`config.mk`:
```
export PLATFORM = sky130hd
export DESIGN_NAME = ipv4_receive_header_check
export DESIGN_NICKNAME = d
export VERILOG_FILES = /design/src/hdl/ipv4rx_pkg.sv /design/src/hdl/ipv4rx_accum.sv /design/src/hdl/ipv4rx_verdict.sv /design/src/hdl/ipv4_receive_header_check.sv
export VERILOG_INCLUDE_DIRS = /design/src /design/src/hdl
export SDC_FILE = /design/constraint.sdc
export NUM_CORES = 1
export LEC_CHECK = 0
export BUFFER_PORTS_ARGS = -buffer_cell sky130_fd_sc_hd__buf_2
export CAP_MARGIN = 10
export CORE_ASPECT_RATIO = 2
export CORE_MARGIN = 3
export CORE_UTILIZATION = 35
export CTS_CLUSTER_DIAMETER = 200
export CTS_CLUSTER_SIZE = 8
export DETAILED_ROUTE_END_ITERATION = 6
export GPL_ROUTABILITY_DRIVEN = 0
export PLACE_DENSITY_LB_ADDON = 0.3
export SYNTH_ARGS = -nofsm -noshare
export SYNTH_HDL_FRONTEND = slang
export SYNTH_SLANG_ARGS = --single-unit
```
`constraint.sdc`:
```
create_clock -name clk -period 5.5 [get_ports clk]
set_input_delay 0.825 -clock clk [delete_from_list [all_inputs] [get_ports clk]]
set_output_delay 0.825 -clock clk [all_outputs]
set_load 0.03 [all_outputs]
```
`src/hdl/ipv4_receive_header_check_defines.svh`:
```
// Assertion macros for the IPv4 receive header check.
`ifndef IPV4_RECEIVE_HEADER_CHECK_DEFINES_SVH
`define IPV4_RECEIVE_HEADER_CHECK_DEFINES_SVH

// Same-cycle implication, checked on the rising edge of clk outside reset.
`define IPV4RX_ASSERT_IMPLY(label, ante, cons) \
	label: assert property (@(posedge clk) disable iff (!arst_n) (ante) |-> (cons)) \
		else $error("ipv4rx same-cycle check failed");

// Next-cycle implication, checked on the rising edge of clk outside reset.
`define IPV4RX_ASSERT_NEXT(label, ante, cons) \
	label: assert property (@(posedge clk) disable iff (!arst_n) (ante) |=> (cons)) \
		else $error("ipv4rx next-cycle check failed");

`endif

```
`src/hdl/ipv4rx_pkg.sv`:
```
// Types, codes and helper functions shared by the IPv4 receive header check.
`default_nettype none
package ipv4rx_pkg;

	localparam int HdrBytes = 20;
	localparam int PosW     = 5;

	// Configuration register indexes
	localparam logic [1:0] REG_OWN_ADDRESS     = 2'd0;
	localparam logic [1:0] REG_NET_MASK        = 2'd1;
	localparam logic [1:0] REG_GATEWAY_ADDRESS = 2'd2;

	// Verdict codes
	localparam logic [2:0] ST_UNICAST   = 3'd0;
	localparam logic [2:0] ST_BROADCAST = 3'd1;
	localparam logic [2:0] ST_BAD_HDR   = 3'd2;
	localparam logic [2:0] ST_FRAGMENT  = 3'd3;
	localparam logic [2:0] ST_NOT_US    = 3'd4;

	// Protocol classes
	localparam logic [1:0] CL_ICMP    = 2'd0;
	localparam logic [1:0] CL_UDP     = 2'd1;
	localparam logic [1:0] CL_IGMPTCP = 2'd2;
	localparam logic [1:0] CL_OTHER   = 2'd3;

	localparam logic [7:0] PROTO_ICMP = 8'd1;
	localparam logic [7:0] PROTO_IGMP = 8'd2;
	localparam logic [7:0] PROTO_TCP  = 8'd6;
	localparam logic [7:0] PROTO_UDP  = 8'd17;

	localparam logic [3:0]  IP_VERSION4 = 4'd4;
	localparam logic [15:0] SUM_GOOD    = 16'hFFFF;
	localparam logic [7:0]  OCTET_ONES  = 8'hFF;

	typedef struct packed {
		logic [7:0] header_byte;
		logic       first;
	} in_item_t;

	typedef struct packed {
		logic [2:0] status;
		logic [7:0] protocol;
		logic [1:0] protocol_class;
		logic [7:0] last_protocol;
	} out_item_t;

	// Header fields handed from the byte tracker to the verdict logic
	typedef struct packed {
		logic        done;
		logic [15:0] sum;
		logic [3:0]  version;
		logic [15:0] flags;
		logic [7:0]  protocol;
		logic [31:0] dest;
	} hdr_info_t;

	// Ones-complement add with end-around carry
	function automatic logic [15:0] oc_add(input logic [15:0] a, input logic [15:0] b);
		logic [16:0] s;
		logic [16:0] f;
		s = {1'b0, a} + {1'b0, b};
		f = {1'b0, s[15:0]} + {16'd0, s[16]};
		return f[15:0];
	endfunction

	function automatic logic [1:0] class_of(input logic [7:0] pr);
		logic [1:0] c;
		if (pr == PROTO_ICMP) c = CL_ICMP;
		else if (pr == PROTO_UDP) c = CL_UDP;
		else if (pr == PROTO_IGMP || pr == PROTO_TCP) c = CL_IGMPTCP;
		else c = CL_OTHER;
		return c;
	endfunction

endpackage
`default_nettype wire

```
`src/hdl/ipv4rx_accum.sv`:
```
// Byte tracker: position count, running checksum and captured header fields.
`default_nettype none
module ipv4rx_accum (
	input  wire logic                  clk,
	input  wire logic                  arst_n,
	input  wire logic                  fire,
	input  wire ipv4rx_pkg::in_item_t  item,
	output ipv4rx_pkg::hdr_info_t      info
);
	import ipv4rx_pkg::*;

	logic [PosW-1:0] pos_q;
	logic [15:0]     sum_q;
	logic [7:0]      high_q;
	logic [3:0]      version_q;
	logic [15:0]     flags_q;
	logic [7:0]      proto_q;
	logic [31:0]     dest_q;

	logic [PosW-1:0] pos_eff;
	logic [15:0]     sum_eff;
	logic [15:0]     word;
	logic [15:0]     sum_new;
	logic            active;

	// A first mark restarts the count and the sum
	assign pos_eff = item.first ? '0 : pos_q;
	assign sum_eff = item.first ? '0 : sum_q;
	assign active  = pos_eff < PosW'(HdrBytes);
	assign word    = {high_q, item.header_byte};
	assign sum_new = oc_add(sum_eff, word);

	// Header is complete with this byte
	always_comb begin
		info.done     = active && (pos_eff == PosW'(HdrBytes - 1));
		info.sum      = sum_new;
		info.version  = version_q;
		info.flags    = flags_q;
		info.protocol = proto_q;
		info.dest     = {dest_q[23:0], item.header_byte};
	end

	// Control state
	always_ff @(posedge clk or negedge arst_n) begin
		if (!arst_n) begin
			pos_q <= '0;
			sum_q <= '0;
		end else if (fire) begin
			if (active) begin
				pos_q <= pos_eff + PosW'(1);
				if (pos_eff[0]) sum_q <= sum_new;
				else sum_q <= sum_eff;
			end else begin
				pos_q <= pos_eff;
				sum_q <= sum_eff;
			end
		end
	end

	// Captured header fields
	always_ff @(posedge clk or negedge arst_n) begin
		if (!arst_n) begin
			high_q    <= '0;
			version_q <= '0;
			flags_q   <= '0;
			proto_q   <= '0;
			dest_q    <= '0;
		end else if (fire && active) begin
			if (!pos_eff[0]) high_q <= item.header_byte;
			if (pos_eff == PosW'(0)) version_q <= item.header_byte[7:4];
			if (pos_eff == PosW'(7)) flags_q <= word;
			if (pos_eff == PosW'(9)) proto_q <= item.header_byte;
			if (pos_eff >= PosW'(16)) dest_q <= {dest_q[23:0], item.header_byte};
		end
	end

endmodule
`default_nettype wire

```
`src/hdl/ipv4rx_verdict.sv`:
```
// Verdict logic: checksum, version, fragment and address checks.
`default_nettype none
module ipv4rx_verdict (
	input  wire logic                  clk,
	input  wire logic                  arst_n,
	input  wire logic                  fire,
	input  wire ipv4rx_pkg::hdr_info_t info,
	input  wire logic [31:0]           own_address,
	input  wire logic [31:0]           net_mask,
	input  wire logic [31:0]           gateway_address,
	output ipv4rx_pkg::out_item_t      result
);
	import ipv4rx_pkg::*;

	logic [7:0] accepted_q;
	logic       bad_hdr;
	logic       fragmented;
	logic       bcast;
	logic [2:0] status;

	assign bad_hdr    = (info.sum != SUM_GOOD) || (info.version != IP_VERSION4);
	assign fragmented = info.flags[13:0] != 14'd0;

	// Broadcast test, one octet per lane
	always_comb begin
		bcast = 1'b1;
		for (int i = 0; i < 4; i++) begin
			if (net_mask[8*i +: 8] == OCTET_ONES) begin
				if (!(info.dest[8*i +: 8] == OCTET_ONES ||
						info.dest[8*i +: 8] == gateway_address[8*i +: 8]))
					bcast = 1'b0;
			end else if (info.dest[8*i +: 8] != OCTET_ONES) begin
				bcast = 1'b0;
			end
		end
	end

	// Checks in priority order
	always_comb begin
		if (bad_hdr) status = ST_BAD_HDR;
		else if (fragmented) status = ST_FRAGMENT;
		else if (bcast) status = ST_BROADCAST;
		else if (info.dest == own_address) status = ST_UNICAST;
		else status = ST_NOT_US;
	end

	always_comb begin
		result.status         = status;
		result.protocol       = info.protocol;
		result.protocol_class = class_of(info.protocol);
		result.last_protocol  = (status == ST_UNICAST || status == ST_BROADCAST) ?
			info.protocol : accepted_q;
	end

	// Protocol of the last accepted header
	always_ff @(posedge clk or negedge arst_n) begin
		if (!arst_n) begin
			accepted_q <= '0;
		end else if (fire && info.done &&
				(status == ST_UNICAST || status == ST_BROADCAST)) begin
			accepted_q <= info.protocol;
		end
	end

endmodule
`default_nettype wire

```
`src/hdl/ipv4_receive_header_check.sv`:
```
// Top level of the IPv4 receive header check.
//
//  channel  | signals                        | content
//  ---------+--------------------------------+------------------------------------
//  in       | in_valid, in_stall, in_data    | one header byte and first mark
//  out      | out_valid, out_stall, out_data | verdict, protocol, class, last
//  cfg      | cfg_en, cfg_index, cfg_data    | own address, net mask, gateway
//
// One byte is taken per cycle while the input does not stall; the twentieth
// byte passes through the input register, and its verdict is then loaded into
// the result register, from which it leaves once the output is not stalled.
// Reset clears byte count, checksum, captured fields, config and valid flags.
// A stalled result holds; the input stalls only when a finishing byte
// waits in the input register behind a full, stalled result register.
`default_nettype none
`include "ipv4_receive_header_check_defines.svh"
module ipv4_receive_header_check (
	input  wire logic                  clk,
	input  wire logic                  arst_n,
	input  wire logic                  in_valid,
	output      logic                  in_stall,
	input  wire ipv4rx_pkg::in_item_t  in_data,
	output      logic                  out_valid,
	input  wire logic                  out_stall,
	output ipv4rx_pkg::out_item_t      out_data,
	input  wire logic                  cfg_en,
	input  wire logic [1:0]            cfg_index,
	input  wire logic [31:0]           cfg_data
);
	import ipv4rx_pkg::*;

	logic [31:0] own_q;
	logic [31:0] mask_q;
	logic [31:0] gw_q;

	logic        valid_s1;
	in_item_t    data_s1;
	hdr_info_t   info;
	out_item_t   result;
	logic        proceed;

	// Configuration registers
	always_ff @(posedge clk or negedge arst_n) begin
		if (!arst_n) begin
			own_q  <= '0;
			mask_q <= '0;
			gw_q   <= '0;
		end else if (cfg_en) begin
			case (cfg_index)
				REG_OWN_ADDRESS:     own_q  <= cfg_data;
				REG_NET_MASK:        mask_q <= cfg_data;
				REG_GATEWAY_ADDRESS: gw_q   <= cfg_data;
				default: ;
			endcase
		end
	end

	// Input byte moves on unless its verdict has nowhere to go
	assign proceed  = valid_s1 && (!info.done || !out_valid || !out_stall);
	assign in_stall = valid_s1 && !proceed;

	// Input register
	always_ff @(posedge clk or negedge arst_n) begin
		if (!arst_n) begin
			valid_s1 <= 1'b0;
		end else if (in_valid && !in_stall) begin
			valid_s1 <= 1'b1;
		end else if (proceed) begin
			valid_s1 <= 1'b0;
		end
	end

	always_ff @(posedge clk) begin
		if (in_valid && !in_stall) data_s1 <= in_data;
	end

	ipv4rx_accum u_accum (
		.clk    (clk),
		.arst_n (arst_n),
		.fire   (proceed),
		.item   (data_s1),
		.info   (info)
	);

	ipv4rx_verdict u_verdict (
		.clk             (clk),
		.arst_n          (arst_n),
		.fire            (proceed),
		.info            (info),
		.own_address     (own_q),
		.net_mask        (mask_q),
		.gateway_address (gw_q),
		.result          (result)
	);

	// Result register
	always_ff @(posedge clk or negedge arst_n) begin
		if (!arst_n) begin
			out_valid <= 1'b0;
		end else if (proceed && info.done) begin
			out_valid <= 1'b1;
		end else if (out_valid && !out_stall) begin
			out_valid <= 1'b0;
		end
	end

	always_ff @(posedge clk) begin
		if (proceed && info.done) out_data <= result;
	end

	// Checks
	`IPV4RX_ASSERT_IMPLY(a_stall_needs_item, in_stall, valid_s1 && info.done)
	`IPV4RX_ASSERT_IMPLY(a_out_from_done, $rose(out_valid), $past(proceed && info.done))
	`IPV4RX_ASSERT_IMPLY(a_status_range, out_valid, out_data.status <= ST_NOT_US)
	`IPV4RX_ASSERT_NEXT(a_accept_last, proceed && info.done &&
		(result.status == ST_UNICAST || result.status == ST_BROADCAST),
		out_data.last_protocol == out_data.protocol)

endmodule
`default_nettype wire
```
==> metrics.md <==
| Metric | Value |
|---|---|
| Pre-CTS setup slack | `-0.0646 ns` |
| Pleak | `0.00540 µW` |
| Worst-Skew Late Latency | `0.56 ns` |
| Worst Hold Class | `input pin to async pin` |
| Post-Route Utilization | `41.9%` |
| Final WS setup | `0.271 ns` |
| Fin crit share | `95.1%` |
| Register area | `5530 µm²` |
| Vias per cell | `5.40` |
| CP Launch Type | `flip-flop` |
| Sequential element share of the synthesized area | `52.2%` |
| Met1 Use GR | `16.1%` |
| First-pass GRT wire length | `42700 µm` |
| Outcome | `finished, final reports clean` |
| Num CTS Buffers | `30` |
| Root Buffer | `clkbuf_16` |
| Power Density | `398 nW/µm²` |
| H-tree lvl count | `1` |
| Critical path type | `flip-flop to flip-flop` |
| Reg clk slew, reported paths | `0.05 ns` |
| Layout Skew | `0.0321 ns` |
| Final Setup Violations | `0` |
| Mapped cell area | `10600 µm²` |
| GR Layer Usage met2 | `34.0%` |
| Critical path required time | `5.80 ns` |
| Main flop type after synthesis | `dfrtp_1` |
| Crit path max fanout | `8` |
| Max-slew violations | `0` |
| Ys Warns | `0` |
| Final Hold Vio Count | `0` |
| #FFs+latches synth | `215` |
| First drt pass iteration count | `4` |
| Vias | `7111` |
| Mapped Cells | `844` |
| Placed insts | `1271` |
| Grt total ovfl | `0` |
| Vias in the first global route | `7647` |
| Port-buffer cells | `70` |
| Syn_area_per_cell | `12.6 µm²` |
| DP HPWL | `20500 µm` |
| Proportion of layout cells with a drive suffix above 1 | `33.9%` |
| Fmax | `191 MHz` |
| Row cnt | `89` |
| GR peak layer | `met2` |
| Count leader, synth | `dfrtp_1` |
| I/O pin cnt | `71` |
| Met3 GRT Util | `2.01%` |
| Fillcell total | `2768` |
| Multi-input gate area | `4940 µm²` |
| VDD IR max | `205 µV` |
| Initial Util | `35.8%` |
| Core area | `29600 µm²` |
| GRT Overall Usage | `17.1%` |
| Synth cell types | `73` |
| # DRC | `0` |
| Worst Path Arrival | `5.53 ns` |
| DIE AREA | `32500 µm²` |
| Sink Count | `215` |
| Largest net degree at the start of global routing | `178` |
| Cell taking the most area after synthesis | `dfrtp_1` |
| Critical path capture point type | `flip-flop` |
| Starting DRT DRC Count | `253` |
| Hold buffers post-CTS | `0` |
| Initial antenna violation count | `1` |
| Worst-margin pin slew | `1.19 ns` |
| Post-Route WL | `27100 µm` |
| Final nets | `1016` |
| CTS tree | `done` |
| Wire length per cell | `20.6 µm` |
| Clock Tree Buf Depth | `3` |
| Post-synth EDFFs | `30` |
| Max_slew headroom | `21.0%` |
| Top cells by area, synth | `dfrtp_1, mux2_2, edfxtp_1` |
| Async SR Flop Fraction | `86.0%` |
| Die width | `129 µm` |
| Antenna viol nets, final | `0` |
| Final min period | `5.23 ns` |
| Commonest cells in the netlist | `dfrtp_1, mux2_2, xnor2_1` |
| Synth Net Count | `914` |
| Fin cells | `1318` |
| Area grow syn2layout | `17.1%` |
| Max-cap violations | `0` |
| Share of the synthesized area in the top cell type | `43.7%` |
| N_diodes | `0` |
| Pwr Total | `4940 µW` |
| Die Span Y | `252 µm` |
==> per-stage QoR <==
| step | TNS, ns | hold slack (ns) | instance area (µm²) |
|---|---|---|---|
| after detailed placement | -0.392 | 0.466 | 11500 |
| after floorplan | 0 | 0.442 | 10600 |
| after global placement | 0 | 0.455 | 11500 |
| after CTS | 0 | 0.0822 | 12300 |
| final | 0 | 0.103 | 12400 |
| after global routing | -0.914 | 0.0875 | 12400 |
==> final timing paths <==
kind,cells past startpoint,startpoint,endpoint,slack [ns]
setup / recovery,23,data_s1[0]$_DFFE_PP_,out_data[5]$_DFFE_PP_,0.27
hold / removal,1,arst_n,u_accum.sum_q[3]$_DFFE_PN0P_,0.10
setup reg to reg,23,data_s1[0]$_DFFE_PP_,out_data[5]$_DFFE_PP_,0.27
hold reg to reg,2,u_accum.sum_q[12]$_DFFE_PN0P_,u_accum.sum_q[12]$_DFFE_PN0P_,0.48
max in group asynchronous,2,arst_n,mask_q[5]$_DFFE_PN0P_,4.11
min in group clk,1,in_data[6],data_s1[6]$_DFFE_PP_,0.46
==> cell families (layout without fill, tap and decap cells) <==
group                    count (synthesis)  in the layout  synth area share, %
adder cells (fa/ha/maj)                 22             22                 2.67
multiplexers                           170            170                 18.1
flip-flops                             215            215                 52.2
AO/OA/AOI/OAI                          102            102                 6.82
AND/OR/NAND/NOR                        205            205                 11.4
XOR/XNOR                                86             86                 7.18
buffers and inverters                   44            154                 1.64
==> report_power, final <==
part,internal (µW),leakage [µW],switching (µW)
Clock,978,0.000392,647
Combinational,569,0.00239,687
Sequential,1870,0.00262,187
==> repair_timing <==
action	in CTS	in global routing
resized for setup	1	15
buffers inserted	0	6
pin swaps	0	5
endpoints found under the setup margin	8	19
==> cell usage in the layout (no fill, tap or decap), drive strengths merged, types with 4 or more instances in the layout <==
master,instances
a211oi,6
a21o,8
a21oi,17
a22o,6
and2,5
and3,4
buf,98
clkbuf,40
dfrtp,185
edfxtp,30
ha,21
inv,15
mux2,170
nand2,35
nand2b,9
nand3,14
nand4,36
nor2,25
nor2b,23
nor3,13
nor4,20
o21ai,32
or2,4
xnor2,56
xor2,30
==> routing by layer <==
metal	up-vias	share of wire (%)	routed length, µm
li1	3290	-	-
met1	3618	32	8600
met2	128	59	16000
met3	73	2.8	764
met4	2	6.4	1740
met5	-	0.048	13
==> state kept, by name, summed over array words and instances, names as in the netlist <==
name,cells
valid_s1,1
mask_q,32
u_accum.proto_q,8
u_accum.sum_q,16
out_valid,1
out_data,21
own_q,32
gw_q,32
u_accum.pos_q,5
u_accum.version_q,4
data_s1,9
u_verdict.accepted_q,8
u_accum.flags_q,14
u_accum.high_q,8
u_accum.dest_q,24
==> layout make-up <==
class                      count  share of cell area, %
tap                          364                   3.67
multi-input combinational    585                   39.8
sequential                   215                   44.6
timing repair buffer          99                   4.86
clock buffer                  39                   6.33
clock inverter                 1                  0.242
inverter                      15                  0.454
==> worst max-delay path, stage by stage, from the launching register on <==
cell and delay (ns):
edfxtp_1 0.44, buf_4 0.17, nand2b_1 0.18, fa_1 0.45
nand2b_4 0.17, a21o_1 0.21, a21oi_2 0.21, a21boi_1 0.11
o21ai_1 0.14, a21oi_1 0.08, nor2b_1 0.11, o21ai_0 0.08
nand2b_1 0.08, ha_2 0.18, ha_2 0.20, nand2_2 0.09
and4bb_2 0.33, o21ai_0 0.11, nor4_2 0.35, xor2_1 0.31
nand3_2 0.17, nor4_4 0.27, buf_6 0.18, mux2_1 0.33
No activity file was read; power rests on OpenSTA's default activity.
